<file path="src/rtl/core/pid_controller_clamped_decay_macros.svh">
// Assertion helpers shared by the PID controller RTL.
`ifndef PID_CONTROLLER_CLAMPED_DECAY_MACROS_SVH
`define PID_CONTROLLER_CLAMPED_DECAY_MACROS_SVH

// Consequent must hold in the same cycle as the antecedent.
`define PCD_ASSERT_NOW(label, ante, cons, msg) \
  label: assert property (@(posedge clk) disable iff (rst) (ante) |-> (cons)) else $error(msg);

// Consequent must hold in the cycle after the antecedent.
`define PCD_ASSERT_NEXT(label, ante, cons, msg) \
  label: assert property (@(posedge clk) disable iff (rst) (ante) |=> (cons)) else $error(msg);

`endif

</file>
<file path="src/rtl/core/pcd_pkg.sv">
package pcd_pkg;

  // Operand and product widths of the shared serial multiplier.
  localparam int unsigned MUL_A_W = 49;
  localparam int unsigned MUL_B_W = 32;
  localparam int unsigned MUL_P_W = MUL_A_W + MUL_B_W;

  // Dividend and divisor widths of the serial divider.
  localparam int unsigned DIV_N_W = 49;
  localparam int unsigned DIV_D_W = 31;

  // Integral decay factor 0.95 in Q16.16.
  localparam logic [31:0] DECAY_Q16 = 32'd62259;

  localparam logic signed [31:0] S32_MAX = 32'sh7fffffff;
  localparam logic signed [31:0] S32_MIN = 32'sh80000000;

  // Configuration register indexes.
  typedef enum logic [2:0] {
    REG_GAIN_P           = 3'd0,
    REG_GAIN_I           = 3'd1,
    REG_GAIN_D           = 3'd2,
    REG_STEP_TIME        = 3'd3,
    REG_INTEGRAL_LIMIT   = 3'd4,
    REG_DERIVATIVE_LIMIT = 3'd5,
    REG_OUTPUT_WEIGHT    = 3'd6,
    REG_LIMIT_ENABLES    = 3'd7
  } cfg_reg_t;

  // Magnitude of a signed 32-bit value; the most negative value maps to 2^31.
  function automatic logic [31:0] mag32(logic signed [31:0] v);
    return v[31] ? 32'(-v) : 32'(v);
  endfunction

  // Q16.16 product rescale: shift right by 16, rounding half away from zero.
  function automatic logic [47:0] round_q(logic [63:0] p);
    logic [63:0] t;
    t = p + 64'h8000;
    return t[63:16];
  endfunction

  // Saturate a sign and magnitude pair to signed 32 bits.
  function automatic logic signed [31:0] sat_mag(logic [49:0] m, logic neg);
    logic signed [31:0] r;
    if (neg) begin
      r = (m > 50'h80000000) ? S32_MIN : -$signed(m[31:0]);
    end else begin
      r = (m > 50'h7fffffff) ? S32_MAX : $signed(m[31:0]);
    end
    return r;
  endfunction

  // Saturate a signed 50-bit value to signed 32 bits.
  function automatic logic signed [31:0] sat_s50(logic signed [49:0] v);
    logic [49:0] m;
    m = v[49] ? 50'(-v) : 50'(v);
    return sat_mag(m, v[49]);
  endfunction

endpackage

</file>
<file path="src/rtl/core/pcd_if.sv">
// Input channel: one error sample or one clear request per item.
interface pcd_in_if;
  logic               valid;
  logic               ready;
  logic               mode;
  logic signed [31:0] error_sample;
  modport source(output valid, mode, error_sample, input ready);
  modport sink(input valid, mode, error_sample, output ready);
endinterface

// Output channel: one controller drive value per item.
interface pcd_out_if;
  logic               valid;
  logic               ready;
  logic signed [31:0] drive;
  modport source(output valid, drive, input ready);
  modport sink(input valid, drive, output ready);
endinterface

</file>
<file path="src/rtl/core/pcd_mul.sv">
// Shift-add unsigned multiplier, one multiplier bit per cycle.
module pcd_mul (
  input  logic                          clk,
  input  logic                          rst,
  input  logic                          start,
  input  logic [pcd_pkg::MUL_A_W-1:0]   a,
  input  logic [pcd_pkg::MUL_B_W-1:0]   b,
  output logic                          busy,
  output logic                          done,
  output logic [pcd_pkg::MUL_P_W-1:0]   prod
);

  logic [pcd_pkg::MUL_A_W-1:0] mcand;
  logic [4:0]                  cnt;
  logic [pcd_pkg::MUL_A_W:0]   hi_sum;
  logic [pcd_pkg::MUL_P_W-1:0] prod_next;

  // Add the multiplicand into the upper half when the low bit is set, then shift.
  always_comb begin
    hi_sum = {1'b0, prod[pcd_pkg::MUL_P_W-1:pcd_pkg::MUL_B_W]}
           + (prod[0] ? {1'b0, mcand} : '0);
    prod_next = {hi_sum, prod[pcd_pkg::MUL_B_W-1:1]};
  end

  always_ff @(posedge clk) begin
    if (rst) begin
      busy <= 1'b0;
      done <= 1'b0;
      cnt  <= '0;
    end else begin
      done <= 1'b0;
      if (start) begin
        prod  <= {{pcd_pkg::MUL_A_W{1'b0}}, b};
        mcand <= a;
        cnt   <= '0;
        busy  <= 1'b1;
      end else if (busy) begin
        prod <= prod_next;
        cnt  <= cnt + 5'd1;
        if (cnt == 5'(pcd_pkg::MUL_B_W - 1)) begin
          busy <= 1'b0;
          done <= 1'b1;
        end
      end
    end
  end

endmodule

</file>
<file path="src/rtl/core/pcd_div.sv">
// Restoring unsigned divider, one quotient bit per cycle.
module pcd_div (
  input  logic                          clk,
  input  logic                          rst,
  input  logic                          start,
  input  logic [pcd_pkg::DIV_N_W-1:0]   dividend,
  input  logic [pcd_pkg::DIV_D_W-1:0]   divisor,
  output logic                          done,
  output logic [pcd_pkg::DIV_N_W-1:0]   quotient
);

  logic [pcd_pkg::DIV_D_W-1:0] dsr;
  logic [pcd_pkg::DIV_D_W-1:0] rem;
  logic [5:0]                  cnt;
  logic                        busy;
  logic [pcd_pkg::DIV_D_W+1:0] trial;

  // Trial subtract of the divisor from the partial remainder.
  assign trial = {1'b0, rem, quotient[pcd_pkg::DIV_N_W-1]} - {2'b00, dsr};

  always_ff @(posedge clk) begin
    if (rst) begin
      busy <= 1'b0;
      done <= 1'b0;
      cnt  <= '0;
    end else begin
      done <= 1'b0;
      if (start) begin
        quotient <= dividend;
        dsr      <= divisor;
        rem      <= '0;
        cnt      <= '0;
        busy     <= 1'b1;
      end else if (busy) begin
        if (!trial[pcd_pkg::DIV_D_W+1]) begin
          rem      <= trial[pcd_pkg::DIV_D_W-1:0];
          quotient <= {quotient[pcd_pkg::DIV_N_W-2:0], 1'b1};
        end else begin
          rem      <= {rem[pcd_pkg::DIV_D_W-2:0], quotient[pcd_pkg::DIV_N_W-1]};
          quotient <= {quotient[pcd_pkg::DIV_N_W-2:0], 1'b0};
        end
        cnt <= cnt + 6'd1;
        if (cnt == 6'(pcd_pkg::DIV_N_W - 1)) begin
          busy <= 1'b0;
          done <= 1'b1;
        end
      end
    end
  end

endmodule

</file>
<file path="src/rtl/core/pid_controller_clamped_decay.sv">
// Channel   Dir  Fields
// in_ch     in   mode, error_sample (signed Q16.16)
// out_ch    out  drive (signed Q16.16)
// cfg_*     in   cfg_we, cfg_index, cfg_data (write only)
//
// An update item runs through the bit-serial derivative divide, then five products
// on the shared serial multiplier, then delivery and the return to idle; no new item
// is accepted before idle, and delivery waits while the output holds an untaken result.
// A first sample skips the divide. A clear item zeroes the integral, stays in idle and gives no result.
// Reset is synchronous; some data registers, such as err, sum and the output drive, are not reset.
// A finished result waits in the output register while the next item runs.
`include "pid_controller_clamped_decay_macros.svh"

module pid_controller_clamped_decay (
  input  logic        clk,
  input  logic        rst,
  pcd_in_if.sink      in_ch,
  pcd_out_if.source   out_ch,
  input  logic        cfg_we,
  input  logic [2:0]  cfg_index,
  input  logic [31:0] cfg_data
);

  typedef enum logic [2:0] {
    ST_IDLE, ST_DIV, ST_INTEG, ST_TERM_P, ST_TERM_I, ST_TERM_D, ST_WEIGHT, ST_DELIVER
  } state_t;

  // Configuration registers.
  logic signed [31:0] gain_p, gain_i, gain_d, output_weight;
  logic [30:0]        step_time, integral_limit, derivative_limit;
  logic [1:0]         limit_enables;

  // Controller state and item registers.
  state_t             state;
  logic signed [31:0] err, last_error, integral, deriv;
  logic               started;
  logic               launched;
  logic signed [49:0] sum;
  logic signed [31:0] res_pend;

  // Serial unit hookups.
  logic                          mul_start, mul_busy, mul_done;
  logic [pcd_pkg::MUL_A_W-1:0]   mul_a;
  logic [pcd_pkg::MUL_B_W-1:0]   mul_b;
  logic                          mul_neg;
  logic [pcd_pkg::MUL_P_W-1:0]   mul_prod;
  logic                          div_start, div_done;
  logic [pcd_pkg::DIV_N_W-1:0]   div_quot;

  logic               accept;
  logic signed [31:0] err_cur;
  logic signed [32:0] diff;
  logic [32:0]        diff_mag;
  logic [30:0]        divisor;
  logic               decay;
  logic [47:0]        term_mag;
  logic signed [49:0] term;
  logic signed [49:0] sum_total;
  logic [49:0]        sum_mag;
  logic signed [31:0] deriv_div;
  logic signed [31:0] integ_new;
  logic signed [31:0] weighted;
  logic [48:0]        w_round;
  logic [31:0]        deriv_mag;

  assign accept      = in_ch.valid && in_ch.ready;
  assign in_ch.ready = (state == ST_IDLE);

  // Derivative divide operands. The divide starts on the accepting edge, so the
  // incoming sample is used directly in idle; err and last_error hold after that.
  assign err_cur   = (state == ST_IDLE) ? in_ch.error_sample : err;
  assign diff      = {err_cur[31], err_cur} - {last_error[31], last_error};
  assign diff_mag  = diff[32] ? 33'(-diff) : 33'(diff);
  assign divisor   = (step_time == '0) ? 31'd1 : step_time;
  assign div_start = accept && !in_ch.mode && started;

  // Decay replaces accumulation when the integral is above an enabled limit.
  assign decay = limit_enables[0] && (pcd_pkg::mag32(integral) > {1'b0, integral_limit});

  // Operand select for the shared multiplier.
  always_comb begin
    mul_a   = '0;
    mul_b   = '0;
    mul_neg = 1'b0;
    unique case (state)
      ST_INTEG: begin
        mul_a   = {17'b0, pcd_pkg::mag32(err)};
        mul_b   = decay ? pcd_pkg::DECAY_Q16 : {1'b0, step_time};
        mul_neg = err[31];
      end
      ST_TERM_P: begin
        mul_a   = {17'b0, pcd_pkg::mag32(err)};
        mul_b   = pcd_pkg::mag32(gain_p);
        mul_neg = err[31] ^ gain_p[31];
      end
      ST_TERM_I: begin
        mul_a   = {17'b0, pcd_pkg::mag32(integral)};
        mul_b   = pcd_pkg::mag32(gain_i);
        mul_neg = integral[31] ^ gain_i[31];
      end
      ST_TERM_D: begin
        mul_a   = {17'b0, pcd_pkg::mag32(deriv)};
        mul_b   = pcd_pkg::mag32(gain_d);
        mul_neg = deriv[31] ^ gain_d[31];
      end
      ST_WEIGHT: begin
        mul_a   = sum_mag[48:0];
        mul_b   = pcd_pkg::mag32(output_weight);
        mul_neg = sum[49] ^ output_weight[31];
      end
      default: begin
        mul_a   = '0;
        mul_b   = '0;
        mul_neg = 1'b0;
      end
    endcase
  end

  assign mul_start = !launched && (state == ST_INTEG || state == ST_TERM_P ||
                     state == ST_TERM_I || state == ST_TERM_D || state == ST_WEIGHT);

  // Rescaled signed product and the values built from it.
  assign term_mag  = pcd_pkg::round_q(mul_prod[63:0]);
  assign term      = mul_neg ? -$signed({2'b00, term_mag}) : $signed({2'b00, term_mag});
  assign sum_total = sum + term;
  assign sum_mag   = sum[49] ? 50'(-sum) : 50'(sum);
  assign integ_new = decay ? pcd_pkg::sat_s50(term)
                           : pcd_pkg::sat_s50(50'(integral) + term);
  assign deriv_div = pcd_pkg::sat_mag({1'b0, div_quot}, diff[32]);
  assign w_round   = {1'b0, mul_prod[47:0]} + 49'h8000;
  assign deriv_mag = pcd_pkg::mag32(deriv);

  // Weighted output: any product bit at 2^48 or above saturates.
  always_comb begin
    if (mul_prod[pcd_pkg::MUL_P_W-1:48] != '0) begin
      weighted = mul_neg ? pcd_pkg::S32_MIN : pcd_pkg::S32_MAX;
    end else begin
      weighted = pcd_pkg::sat_mag({17'b0, w_round[48:16]}, mul_neg);
    end
  end

  // Symmetric clamp of the derivative when enabled.
  function automatic logic signed [31:0] clamp_d(logic signed [31:0] d);
    logic signed [31:0] lim;
    logic signed [31:0] r;
    lim = $signed({1'b0, derivative_limit});
    r   = d;
    if (limit_enables[1]) begin
      if (d > lim) r = lim;
      if (d < -lim) r = -lim;
    end
    return r;
  endfunction

  // Configuration writes.
  always_ff @(posedge clk) begin
    if (rst) begin
      gain_p           <= '0;
      gain_i           <= '0;
      gain_d           <= '0;
      step_time        <= 31'd65536;
      integral_limit   <= 31'h7fffffff;
      derivative_limit <= 31'h7fffffff;
      output_weight    <= 32'sd65536;
      limit_enables    <= '0;
    end else if (cfg_we) begin
      unique case (pcd_pkg::cfg_reg_t'(cfg_index))
        pcd_pkg::REG_GAIN_P:           gain_p           <= cfg_data;
        pcd_pkg::REG_GAIN_I:           gain_i           <= cfg_data;
        pcd_pkg::REG_GAIN_D:           gain_d           <= cfg_data;
        pcd_pkg::REG_STEP_TIME:        step_time        <= cfg_data[30:0];
        pcd_pkg::REG_INTEGRAL_LIMIT:   integral_limit   <= cfg_data[30:0];
        pcd_pkg::REG_DERIVATIVE_LIMIT: derivative_limit <= cfg_data[30:0];
        pcd_pkg::REG_OUTPUT_WEIGHT:    output_weight    <= cfg_data;
        pcd_pkg::REG_LIMIT_ENABLES:    limit_enables    <= cfg_data[1:0];
        default: ;
      endcase
    end
  end

  // Sequencer, controller state and output register.
  always_ff @(posedge clk) begin
    if (rst) begin
      state        <= ST_IDLE;
      started      <= 1'b0;
      launched     <= 1'b0;
      last_error   <= '0;
      integral     <= '0;
      out_ch.valid <= 1'b0;
    end else begin
      if (out_ch.valid && out_ch.ready && state != ST_DELIVER) begin
        out_ch.valid <= 1'b0;
      end
      if (mul_start) begin
        launched <= 1'b1;
      end
      unique case (state)
        ST_IDLE: begin
          if (accept) begin
            if (in_ch.mode) begin
              integral <= '0;
            end else begin
              err <= in_ch.error_sample;
              if (started) begin
                state <= ST_DIV;
              end else begin
                started <= 1'b1;
                deriv   <= '0;
                state   <= ST_INTEG;
              end
            end
          end
        end
        ST_DIV: begin
          if (div_done) begin
            deriv <= clamp_d(deriv_div);
            state <= ST_INTEG;
          end
        end
        ST_INTEG: begin
          if (mul_done) begin
            integral   <= integ_new;
            last_error <= err;
            launched   <= 1'b0;
            state      <= ST_TERM_P;
          end
        end
        ST_TERM_P: begin
          if (mul_done) begin
            sum      <= term;
            launched <= 1'b0;
            state    <= ST_TERM_I;
          end
        end
        ST_TERM_I: begin
          if (mul_done) begin
            sum      <= sum_total;
            launched <= 1'b0;
            state    <= ST_TERM_D;
          end
        end
        ST_TERM_D: begin
          if (mul_done) begin
            sum      <= sum_total;
            launched <= 1'b0;
            state    <= ST_WEIGHT;
          end
        end
        ST_WEIGHT: begin
          if (mul_done) begin
            res_pend <= weighted;
            launched <= 1'b0;
            state    <= ST_DELIVER;
          end
        end
        ST_DELIVER: begin
          if (!out_ch.valid || out_ch.ready) begin
            out_ch.drive <= res_pend;
            out_ch.valid <= 1'b1;
            state        <= ST_IDLE;
          end
        end
        default: state <= ST_IDLE;
      endcase
    end
  end

  pcd_mul u_mul (
    .clk   (clk),
    .rst   (rst),
    .start (mul_start),
    .a     (mul_a),
    .b     (mul_b),
    .busy  (mul_busy),
    .done  (mul_done),
    .prod  (mul_prod)
  );

  pcd_div u_div (
    .clk      (clk),
    .rst      (rst),
    .start    (div_start),
    .dividend ({diff_mag, 16'b0}),
    .divisor  (divisor),
    .done     (div_done),
    .quotient (div_quot)
  );

  // A clear item empties the integral and returns straight to idle.
  `PCD_ASSERT_NEXT(a_clear, accept && in_ch.mode, integral == 32'sd0 && state == ST_IDLE, "clear item did not zero the integral")
  // The multiplier is never restarted while a product is in progress.
  `PCD_ASSERT_NOW(a_mul_free, mul_start, !mul_busy, "multiplier started while busy")
  // With the clamp enabled the derivative stays within its bound.
  `PCD_ASSERT_NOW(a_deriv_clamp, state == ST_TERM_P && limit_enables[1], deriv_mag <= {1'b0, derivative_limit}, "derivative outside clamp")

endmodule

</file>
<file path="src/flat_wrapper.sv">
// flat-port wrapper written by rule: the top's interface ports become plain ports
module pid_controller_clamped_decay_flat 
  (clk, rst, cfg_we, cfg_index, cfg_data, in_ch_valid, in_ch_mode, in_ch_error_sample, in_ch_ready, out_ch_valid, out_ch_drive, out_ch_ready);
  pcd_in_if in_ch_i ();
  pcd_out_if out_ch_i ();
  input  logic clk;
  input  logic rst;
  input  logic cfg_we;
  input  logic [2:0] cfg_index;
  input  logic [31:0] cfg_data;
  input wire logic [$bits(in_ch_i.valid)-1:0] in_ch_valid;
  input wire logic [$bits(in_ch_i.mode)-1:0] in_ch_mode;
  input wire logic [$bits(in_ch_i.error_sample)-1:0] in_ch_error_sample;
  output wire logic [$bits(in_ch_i.ready)-1:0] in_ch_ready;
  output wire logic [$bits(out_ch_i.valid)-1:0] out_ch_valid;
  output wire logic [$bits(out_ch_i.drive)-1:0] out_ch_drive;
  input wire logic [$bits(out_ch_i.ready)-1:0] out_ch_ready;
  assign in_ch_i.valid = in_ch_valid;
  assign in_ch_i.mode = in_ch_mode;
  assign in_ch_i.error_sample = in_ch_error_sample;
  assign in_ch_ready = in_ch_i.ready;
  assign out_ch_valid = out_ch_i.valid;
  assign out_ch_drive = out_ch_i.drive;
  assign out_ch_i.ready = out_ch_ready;
  pid_controller_clamped_decay u_core (.clk(clk), .rst(rst), .in_ch(in_ch_i), .out_ch(out_ch_i), .cfg_we(cfg_we), .cfg_index(cfg_index), .cfg_data(cfg_data));
endmodule
</file>
<file path="config.mk">
export PLATFORM = sky130hd
export DESIGN_NAME = pid_controller_clamped_decay_flat
export DESIGN_NICKNAME = d
export VERILOG_FILES = /design/src/rtl/core/pcd_pkg.sv /design/src/rtl/core/pcd_if.sv /design/src/rtl/core/pcd_mul.sv /design/src/rtl/core/pcd_div.sv /design/src/rtl/core/pid_controller_clamped_decay.sv /design/src/flat_wrapper.sv
export VERILOG_INCLUDE_DIRS = /design/src /design/src/rtl/core
export SDC_FILE = /design/constraint.sdc
export NUM_CORES = 2
export LEC_CHECK = 0
export ABC_AREA = 1
export CAP_MARGIN = 20
export CORE_MARGIN = 1.5
export CORE_UTILIZATION = 55
export CTS_BUF_LIST = sky130_fd_sc_hd__clkbuf_4 sky130_fd_sc_hd__clkbuf_8
export CTS_CLUSTER_SIZE = 16
export DETAILED_ROUTE_END_ITERATION = 8
export DONT_BUFFER_PORTS = 1
export PLACE_DENSITY = 0.7
export SYNTH_ARGS = -nofsm -noshare
export SYNTH_HDL_FRONTEND = slang
export SYNTH_SLANG_ARGS = --single-unit
</file>
<file path="constraint.sdc">
create_clock -name clk -period 11.4 [get_ports clk]
set_input_delay 2.28 -clock clk [delete_from_list [all_inputs] [get_ports clk]]
set_output_delay 2.28 -clock clk [all_outputs]
set_load 0.01 [all_outputs]
</file>
==> summary.txt <==
Floorplanning
  • Core box area: ~110000 µm²
  • Chip Height: between 300 and 400 µm
  • DIE AREA: ~120000 µm²
  • Initial Util: a little under three fifths
  • Rows: 123
  • Die width: approximately 340 µm
  • Ports: around 110

Timing
  • Measured slew at the worst slew-check pin: between 1 and 1.5 ns
  • Setup violators final: 0
  • Final Critical Period: ~10 ns
  • Setup Skew: 0.08038 ns
  • Max Clock Freq: about 0.1 GHz
  • Final hold vios: 0
  • Setup_tns: 0 ns
  • Final Max Slew Viols: 0
  • RSZ-0062 raised after global routing: false
  • Max-slew headroom at the worst pin: 23.59%
  • Post-route clock period utilization: between 80% and 90%

Placement
  • GPL Wtd Cong: roughly 1.1
  • Detail Placement HPWL: around 190000 µm
  • Placed cell area: 63650 µm²
  • Port bufs: 0

Drt
  • Via-to-Cell Ratio: between 6 and 7
  • 1st-iter DRT viols: around 9200
  • # DRC: 2
  • Final wirelength: 242800 µm
  • Vias: between 60000 and 70000
  • ANT nets after route: 0
  • Routed WL per cell: between 20 and 25 µm
  • Pre-antenna DRT Iters: 9

Logic synthesis
  • Netlist cell types: 68
  • Yosys warns: 0
  • Syn Nets: between 10000 and 15000
  • Top cell type's share of synthesized area: between 20% and 30%
  • Async S/R FF share, synth: 0%
  • Flop and latch count out of synthesis: between 700 and 800
  • Count leader, synth: nand2_1
  • Mapped Area: ~62000 µm²
  • Area leader, netlist: edfxtp_1
  • Most used DFF post-synth: edfxtp_1
  • Top cells by area, synth: edfxtp_1 (20%), nand2_1 (14%), dfxtp_1 (9.9%)
  • Post-synth EDFFs: roughly 420
  • Synth Instances: just under 10000
  • Post-Syn Area per Cell: 6.465 µm²
  • Top cells by count, synth: nand2_1 (2406), nor2_1 (1221), inv_1 (1155)
  • Post-synthesis sequential area ratio: between 30 and 40%

Setup path
  • Reg2Reg Setup Slack: approximately 1.3 ns
  • Cell mode on critical path: o21ai_0
  • Crit path launch type: flop
  • Critical path data required time: about 12 ns
  • Crit-path slowest cell: a2111oi_0
  • Crit path capture type: flop
  • Crit Path Category: reg -> reg
  • Data arrival time of the critical path: about 11 ns
  • Crit Path Max Fanout: between 60 and 70
  • Max incr delay on CP: 0.54 ns

Global route
  • Maximum number of pins on one net before global-route repair: roughly 120
  • First-pass GRT wire length: between 300000 and 400000 µm
  • Grt ovf: 0
  • Gr usage total: approximately two fifths
  • Initial antenna violation count: 7
  • Vias in the first global route: 60840

Run
  • Max_cap viols: 0

Finish
  • P&R area growth vs syn: 6.689%
  • Fin nets: 9939
  • Layout cell share with drive strength beyond 1: approximately 4.8%
  • Post-route cell area: 66580 µm²
  • Fillers: ~11000

CTS
  • Max clock buf depth: 3
  • Cts hold-fix bufs: 0
  • # H-tree levels: 4
  • CTS tree: yes
  • CTS sink cnt: between 700 and 800
  • Clk Latency, worst-skew pair: a little over 0.9 ns
  • Root Buffer: clkbuf_8
  • Worst-path clk slew: about 0.060 ns
  • Num CTS Buffers: approximately 140
  • Setup bufs post-CTS: 0
  • Post-CTS resize count: 0

Worst hold path
  • Worst hold path type: reg -> reg

Pwr
  • Static Leak: 29.71 nW
  • Pwr/cell area: 275.9 nW/µm²
  • Max IR drop VDD: 0.0002784 V

Run status
  • Status: finished, violations left
  • Failing checks: design-rule violations
-- logic make-up (layout without fill, tap and decap cells) --
family          count (synthesis)  in the layout  share of synthesized area, %
compound gates               1969           1969                         17.28
xor+xnor                      314            314                         4.407
fa+ha+maj                     333            333                         6.737
buf+inv                      1514           1501                         9.275
flops                         727            727                         30.04
other cells                     0              3                             0
simple gates                 4796           4796                         32.26
-- routing by layer --
layer  wire length [µm]  track usage (%)  up-vias
li1                   -                -    31899
met1             101400            56.95    31151
met2             100800            59.95     3890
met3              28930            8.607      602
met4              11620            18.10        4
met5                 23                0        -
-- where the power goes --
group	switching (mW)	internal [mW]
Sequential	0.365	3.33
Clock	1.25	1.49
Combinational	8.48	3.46
-- state kept, by name (all words and copies together) (netlist names), 6 cells and up --
| register | flops |
|---|---|
| u_core.err | 32 |
| u_core.derivative_limit | 31 |
| u_core.output_weight | 32 |
| u_core.last_error | 32 |
| u_core.gain_d | 32 |
| u_core.u_div.dsr | 31 |
| u_core.res_pend | 32 |
| u_core.integral_limit | 31 |
| u_core.deriv | 32 |
| u_core.integral | 32 |
| u_core.u_mul.mcand | 49 |
| u_core.u_div.rem | 31 |
| u_core.gain_i | 32 |
| u_core.step_time | 31 |
| u_core.out_ch.drive | 32 |
| u_core.u_div.quotient | 49 |
| u_core.u_mul.prod | 81 |
| u_core.u_div.cnt | 6 |
| u_core.gain_p | 32 |
| u_core.sum | 50 |
-- layout make-up --
class	count	area (µm²)	share of cell area [%]
multi-input cells	7412	38010	57.09
flip-flops and latches	727	18750	28.16
inverters	1172	4404	6.615
clock buffers	190	2359	3.542
well taps	1500	1877	2.819
repair buffers	85	690.7	1.037
clock inverters	54	480.5	0.7217
diodes	3	7.507	0.01128
-- metrics by stage --
step | cells | setup slack [ns] | hold slack (ns) | util [%] | power, mW
after floorplan | 9653 | 1.809 | 0.4003 | - | 11.81
after global placement | 10892 | 1.202 | 0.4025 | 56.58 | 15.03
after detailed placement | 10892 | 1.019 | 0.4045 | 56.58 | 15.18
after CTS | 11136 | 1.557 | 0.4065 | 59.10 | 17.95
after global routing | 11142 | 0.4838 | 0.4114 | 59.18 | 19.67
final | 11143 | 1.336 | 0.4064 | 59.18 | 18.37
-- worst max-delay path, delay by kind of cell (launching register included) --
family	cells	cell delay [ns]
and+or+nand+nor	14	2.22
xor gates and xnor gates	1	0.16
AOI/OAI and AO/OA	16	4.30
adders and majority gates	2	0.77
buffers and inverters	9	1.96
DFF	1	0.33
-- cells in the final DEF, fill, tap and decap left out, types with 13 or more instances in the layout --
| master | Yosys | layout |
|---|---|---|
| buf_4 | 9 | 81 |
| dfxtp_1 | 308 | 308 |
| nand3b_1 | 13 | 13 |
| inv_2 | 12 | 16 |
| nand4_1 | 142 | 142 |
| edfxtp_1 | 419 | 419 |
| o21bai_1 | 23 | 23 |
| ha_1 | 328 | 328 |
| clkinv_2 | 0 | 13 |
| o22ai_1 | 30 | 30 |
| o21ai_1 | 44 | 44 |
| xor2_1 | 215 | 214 |
| inv_1 | 1155 | 1150 |
| clkbuf_4 | 0 | 41 |
| nor2_4 | 9 | 15 |
| o31ai_1 | 21 | 21 |
| a31oi_1 | 52 | 52 |
| nand2_2 | 22 | 25 |
| nor3_1 | 208 | 205 |
| nor2_1 | 1221 | 1208 |
| o21ai_0 | 811 | 809 |
| clkinv_1 | 5 | 24 |
| nand3_1 | 616 | 616 |
| o21a_1 | 35 | 35 |
| o211ai_1 | 81 | 81 |
| a21oi_1 | 749 | 749 |
| o221ai_1 | 15 | 15 |
| nand2_1 | 2406 | 2403 |
| nor2_2 | 35 | 42 |
| xnor2_1 | 99 | 99 |
| or2_2 | 13 | 13 |
| nor4_1 | 63 | 63 |
| o2111ai_1 | 18 | 18 |
| clkbuf_8 | 0 | 149 |
-- worst paths after layout --
check	endpoint	cells after the start	startpoint
hold / removal	u_core.out_ch.drive[19]$_DFFE_PP_	0	u_core.res_pend[19]$_DFFE_PP_
hold reg to reg	u_core.out_ch.drive[19]$_DFFE_PP_	0	u_core.res_pend[19]$_DFFE_PP_
setup / recovery	u_core.deriv[23]$_SDFFCE_PN0P_	42	u_core.state[0]$_SDFFE_PP0P_
setup reg to reg	u_core.deriv[23]$_SDFFCE_PN0P_	42	u_core.state[0]$_SDFFE_PP0P_
No activity file was read; power rests on OpenSTA's default activity.
